**config.mk**
```make
export PLATFORM = sky130hd
export DESIGN_NAME = nws_dist
export DESIGN_NICKNAME = d
export VERILOG_FILES = /design/src/design/nws_pkg.sv /design/src/design/nws_dist.sv
export SDC_FILE = /design/constraint.sdc
export NUM_CORES = 2
export LEC_CHECK = 0
export ABC_AREA = 1
export ABC_CLOCK_PERIOD_IN_PS = 19500
export BUFFER_PORTS_ARGS = -buffer_cell sky130_fd_sc_hd__buf_2
export CAP_MARGIN = 25
export CORE_MARGIN = 3
export CORE_UTILIZATION = 60
export CTS_BUF_LIST = sky130_fd_sc_hd__clkbuf_16
export CTS_CLUSTER_SIZE = 16
export DETAILED_ROUTE_END_ITERATION = 16
export GPL_ROUTABILITY_DRIVEN = 0
export PLACE_DENSITY = 0.74
export SETUP_SLACK_MARGIN = 0.4
export SLEW_MARGIN = 25
export SYNTH_ARGS = -nofsm -noshare
export SYNTH_HDL_FRONTEND = slang
export SYNTH_SLANG_ARGS = --single-unit
```
**constraint.sdc**
```tcl
create_clock -name clk -period 19.5 [get_ports clk]
set_input_delay 3.9 -clock clk [delete_from_list [all_inputs] [get_ports clk]]
set_output_delay 3.9 -clock clk [all_outputs]
set_load 0.02 [all_outputs]
```
**src/design/nws_pkg.sv**
```systemverilog
// package: sizes, payload structs and control types for the nearest waypoint search
`default_nettype none

package nws_pkg;

    // table and coordinate sizing
    localparam int MAX_WAYPOINTS = 1024;
    localparam int COORD_BITS    = 24;
    localparam int ADDR_BITS     = $clog2(MAX_WAYPOINTS);
    localparam int CNT_BITS      = ADDR_BITS + 1;

    // fixed field widths of the request and response
    localparam int POS_BITS = 24;
    localparam int S_BITS   = 23;
    localparam int D_BITS   = 24;
    localparam int IDX_BITS = 10;

    // distance datapath widths
    localparam int DIFF_BITS = COORD_BITS + 1;
    localparam int SQ_BITS   = 2 * COORD_BITS + 1;
    localparam int SUM_BITS  = SQ_BITS + 1;

    typedef enum logic {
        OP_LOAD  = 1'b0,
        OP_QUERY = 1'b1
    } op_t;

    typedef struct packed {
        op_t                         op;
        logic                        set_start;
        logic signed [POS_BITS-1:0]  pos_x;
        logic signed [POS_BITS-1:0]  pos_y;
        logic        [S_BITS-1:0]    arc_s;
        logic signed [D_BITS-1:0]    lateral_d;
    } req_t;

    typedef struct packed {
        logic        [IDX_BITS-1:0]  nearest_index;
        logic        [S_BITS-1:0]    near_s;
        logic signed [D_BITS-1:0]    near_d;
    } rsp_t;

    typedef enum logic [1:0] {
        ST_IDLE,
        ST_SCAN,
        ST_DRAIN,
        ST_FETCH
    } state_t;

    // stored position of one waypoint
    typedef struct packed {
        logic signed [COORD_BITS-1:0] x;
        logic signed [COORD_BITS-1:0] y;
    } xy_word_t;

    // stored path coordinates of one waypoint
    typedef struct packed {
        logic        [S_BITS-1:0] s;
        logic signed [D_BITS-1:0] d;
    } sd_word_t;

    // tag that travels with each scanned entry
    typedef struct packed {
        logic                 valid;
        logic                 first;
        logic                 last;
        logic [ADDR_BITS-1:0] idx;
    } scan_tag_t;

    // scan outcome back to the controller
    typedef struct packed {
        logic                 done;
        logic [ADDR_BITS-1:0] best_idx;
    } scan_res_t;

endpackage

`default_nettype wire

```
**src/design/nws_dist.sv**
```systemverilog
// distance pipeline and running minimum over one scan
`default_nettype none

module nws_dist
    import nws_pkg::*;
(
    input  wire logic                          clk,
    input  wire logic                          rst_n,
    input  wire scan_tag_t                     tag,
    input  wire xy_word_t                      xy,
    input  wire logic signed [COORD_BITS-1:0]  qx,
    input  wire logic signed [COORD_BITS-1:0]  qy,
    output scan_res_t                          res
);

    logic [DIFF_BITS-1:0]   diff_x;
    logic [DIFF_BITS-1:0]   diff_y;
    logic [DIFF_BITS-1:0]   mag_x;
    logic [DIFF_BITS-1:0]   mag_y;
    logic [DIFF_BITS-1:0]   mag_x_reg;
    logic [DIFF_BITS-1:0]   mag_y_reg;
    logic [2*DIFF_BITS-1:0] prod_x;
    logic [2*DIFF_BITS-1:0] prod_y;
    logic [SQ_BITS-1:0]     sq_x_reg;
    logic [SQ_BITS-1:0]     sq_y_reg;
    logic [SUM_BITS-1:0]    sum;
    logic [SUM_BITS-1:0]    best_dist_reg;
    logic [ADDR_BITS-1:0]   best_idx_reg;
    logic                   done_reg;
    logic                   update;
    scan_tag_t              tag_a_reg;
    scan_tag_t              tag_b_reg;

    // exact differences and their magnitudes
    always_comb
    begin
        diff_x = {xy.x[COORD_BITS-1], xy.x} - {qx[COORD_BITS-1], qx};
        diff_y = {xy.y[COORD_BITS-1], xy.y} - {qy[COORD_BITS-1], qy};
        mag_x  = diff_x[DIFF_BITS-1] ? (~diff_x + 1'b1) : diff_x;
        mag_y  = diff_y[DIFF_BITS-1] ? (~diff_y + 1'b1) : diff_y;
    end

    // squares of the magnitudes
    assign prod_x = mag_x_reg * mag_x_reg;
    assign prod_y = mag_y_reg * mag_y_reg;

    // squared distance and strict compare keeps the earliest on ties
    assign sum    = {1'b0, sq_x_reg} + {1'b0, sq_y_reg};
    assign update = tag_b_reg.valid && (tag_b_reg.first || (sum < best_dist_reg));

    // tag pipeline and done flag
    always_ff @(posedge clk or negedge rst_n)
    begin
        if (!rst_n)
        begin
            tag_a_reg <= '0;
            tag_b_reg <= '0;
            done_reg  <= 1'b0;
        end
        else
        begin
            tag_a_reg <= tag;
            tag_b_reg <= tag_a_reg;
            done_reg  <= tag_b_reg.valid && tag_b_reg.last;
        end
    end

    // datapath stages and running best
    always_ff @(posedge clk)
    begin
        mag_x_reg <= mag_x;
        mag_y_reg <= mag_y;
        sq_x_reg  <= prod_x[SQ_BITS-1:0];
        sq_y_reg  <= prod_y[SQ_BITS-1:0];
        if (update)
        begin
            best_dist_reg <= sum;
            best_idx_reg  <= tag_b_reg.idx;
        end
    end

    assign res.done     = done_reg;
    assign res.best_idx = best_idx_reg;

endmodule

`default_nettype wire
```
==> flow_metrics.env <==
export IMPL_run_status="finished, final reports clean"
export IMPL_critPathLaunchType="flip-flop"
export IMPL_hold_viol=0
export IMPL_period_share_pct=35.9
export IMPL_fin_nets=8260
export IMPL_final_setup_viol_count=0
export IMPL_initial_core_util_pct=60.7
export IMPL_post_cts_buffers=0
export IMPL_period_minus_slack_ps=6990
export IMPL_finalNonFillerCells=7864
export IMPL_grt_usage_pct=28.1
export IMPL_post_synth_num_cell_types=50
export IMPL_antenna_found_initial=1
export IMPL_grt_max_degree=61
export IMPL_ios=122
export IMPL_async_flop_share_pct=11.6
export IMPL_drive_above_1_share_pct=4.70
export IMPL_wl_per_cell_um=15.5
export IMPL_r2r_slack_ps=12510
export IMPL_synthesis_area_mm2=0.0519
export IMPL_synth_edff_count=60
export IMPL_synth_seq_area_share_pct=10.4
export IMPL_clk_latency_ps=580
export IMPL_multi_input_area_mm2=0.0383
export IMPL_num_vias=40779
export IMPL_r2r_end="sq_y_reg[38]"
export IMPL_max_slew_margin_pct=48.8
export IMPL_avgSynthCellArea_um2=7.80
export IMPL_startpoint="mag_y_reg[13]"
export IMPL_ys_warn_count=0
export IMPL_clockBufferDepth=3
export IMPL_critPathRequiredTime_ps=19970
export IMPL_endpoint_kind="flip-flop"
export IMPL_die_width_um=300
export IMPL_largest_reg_flops=50
export IMPL_endpoint="sq_y_reg[38]"
export IMPL_r2r_start="mag_y_reg[13]"
export IMPL_viasPerCell=5.19
export IMPL_dr_first_iter_drc_count=2576
export IMPL_setup_ws_ps=12510
export IMPL_hp_class="reg2reg"
export IMPL_ys_ff_latch=233
export IMPL_finalClockSkew_ps=21.5
export IMPL_rsz0062_at_grt="false"
export IMPL_overflow=0
export IMPL_cts_tree="built"
export IMPL_htree_levels=1
export IMPL_cts_root_buf="clkbuf_16"
export IMPL_area_delta_synth_final_pct=5.35
export IMPL_clock_sinks=233
export IMPL_grt_pass1_wl_mm=206
export IMPL_cts_buffers=28
export IMPL_die_area_mm2=0.0900
export IMPL_cts_hold_buf=0
export IMPL_ant_nets=0
export IMPL_die_y_um=300
export IMPL_critPathKind="reg2reg"
export IMPL_syn_instance_count=6647
export IMPL_hpwl_mm=103
export IMPL_core_area_mm2=0.0854
export IMPL_max_freq_mhz=143
export IMPL_grt_pass1_vias=42602
export IMPL_syn_num_nets=8209
export IMPL_worstMarginPinSlew_ps=769
export IMPL_critPathMaxFanout=14
export IMPL_cts_resized=0
export IMPL_clk_pin_slew_worst_paths_ps=60
export IMPL_synth_ff_type="dfxtp_1"
export IMPL_drc=0
export IMPL_rows=107
export IMPL_area_sequential_mm2=0.00541
export IMPL_portBuffers=121
export IMPL_r2r_cells=26
export IMPL_final_common_cell="inv_1"
export IMPL_setup_tns_ps=0
export IMPL_finalWirelength_mm=122
export IMPL_pre_cts_ws_ps=12320
export IMPL_cap_violations=0
export IMPL_arrival_ps=7470
export IMPL_fill_cells=7451
export IMPL_diodes=0
export IMPL_first_pass_iters=6
export IMPL_final_cell_mix="inv_1, nand2_1, fa_1"
export IMPL_placed_cells=7812
export IMPL_maxSlewViolCount=0
cell type report:
cell class | count | area share (%)
sequential | 233 | 9.90
timing repair buffer | 164 | 1.70
tap | 1144 | 2.62
inverter | 2025 | 13.9
clock buffer | 30 | 1.37
clock inverter | 22 | 0.417
multi-input combinational | 4246 | 70.1
metrics by stage:
step / utilization [%] / cell area, um2 / hold WS (ps)
CTS: 64.0 / 54600 / 350
finish: 64.0 / 54700 / 347
floorplan: - / 51900 / 329
detailed placement: 62.8 / 53700 / 335
global placement: 62.8 / 53700 / 331
global route: 64.0 / 54700 / 351
critical path: stages, from the launching register on:
cell,delay (ps)
dfxtp_1,640
buf_4,360
nand2_1,170
fa_1,520
inv_1,50
fa_1,470
inv_1,50
fa_1,540
inv_1,50
fa_1,500
inv_1,60
fa_1,530
inv_1,50
fa_1,470
inv_1,50
fa_1,470
inv_1,50
ha_1,330
a21oi_1,190
o21ai_0,170
a21oi_1,240
nor3b_1,420
o21ai_0,220
nand2_1,120
nand2_1,50
nand2_1,60
nand2_1,40
worst min-delay path by stage:
stage	to	from	depth (start not counted)
after floorplan	sq_x_reg[0]	mag_x_reg[0]	0
after global placement	tag_b_reg[6]	tag_a_reg[6]	0
after detailed placement	tag_b_reg[9]	tag_a_reg[9]	0
after CTS	tag_b_reg[1]	tag_a_reg[1]	0
after global routing	tag_b_reg[2]	tag_a_reg[2]	0
final	tag_b_reg[4]	tag_a_reg[4]	0
cells by family after synthesis:
| logic type | after synthesis | share of synthesized area, % |
|---|---|---|
| buffers and inverters | 2168 | 15.8 |
| and+or+nand+nor | 2131 | 16.8 |
| adders and majority gates | 1451 | 48.5 |
| DFF | 233 | 10.4 |
| AOI/OAI and AO/OA | 472 | 5.21 |
| xor gates and xnor gates | 192 | 3.24 |
cells in the mapped netlist (all sizes together) (60+ instances only):
master	n	area [um2]
xor2	126	1100
xnor2	66	578
a21oi	219	1110
nand3	210	1100
fa	934	18700
inv	2024	7600
clkbuf	137	514
dfxtp	146	2920
nor2	330	1280
o21ai	114	589
nand2	1482	5700
ha	517	6470
edfxtp	60	1800
layer usage:
metal / vias to the layer above / routed length (um) / part of all wire, % / track usage (%)
li1: 19512 / - / - / -
met1: 19611 / 51900 / 43 / 38.4
met2: 1412 / 56700 / 47 / 47.1
met3: 244 / 8520 / 7.0 / 3.26
met4: 0 / 4420 / 3.6 / 9.16
met5: - / 0 / 0 / 0
Power is not shown: default switching activity piles up to over one toggle a cycle in this logic, so the estimate is an artifact.
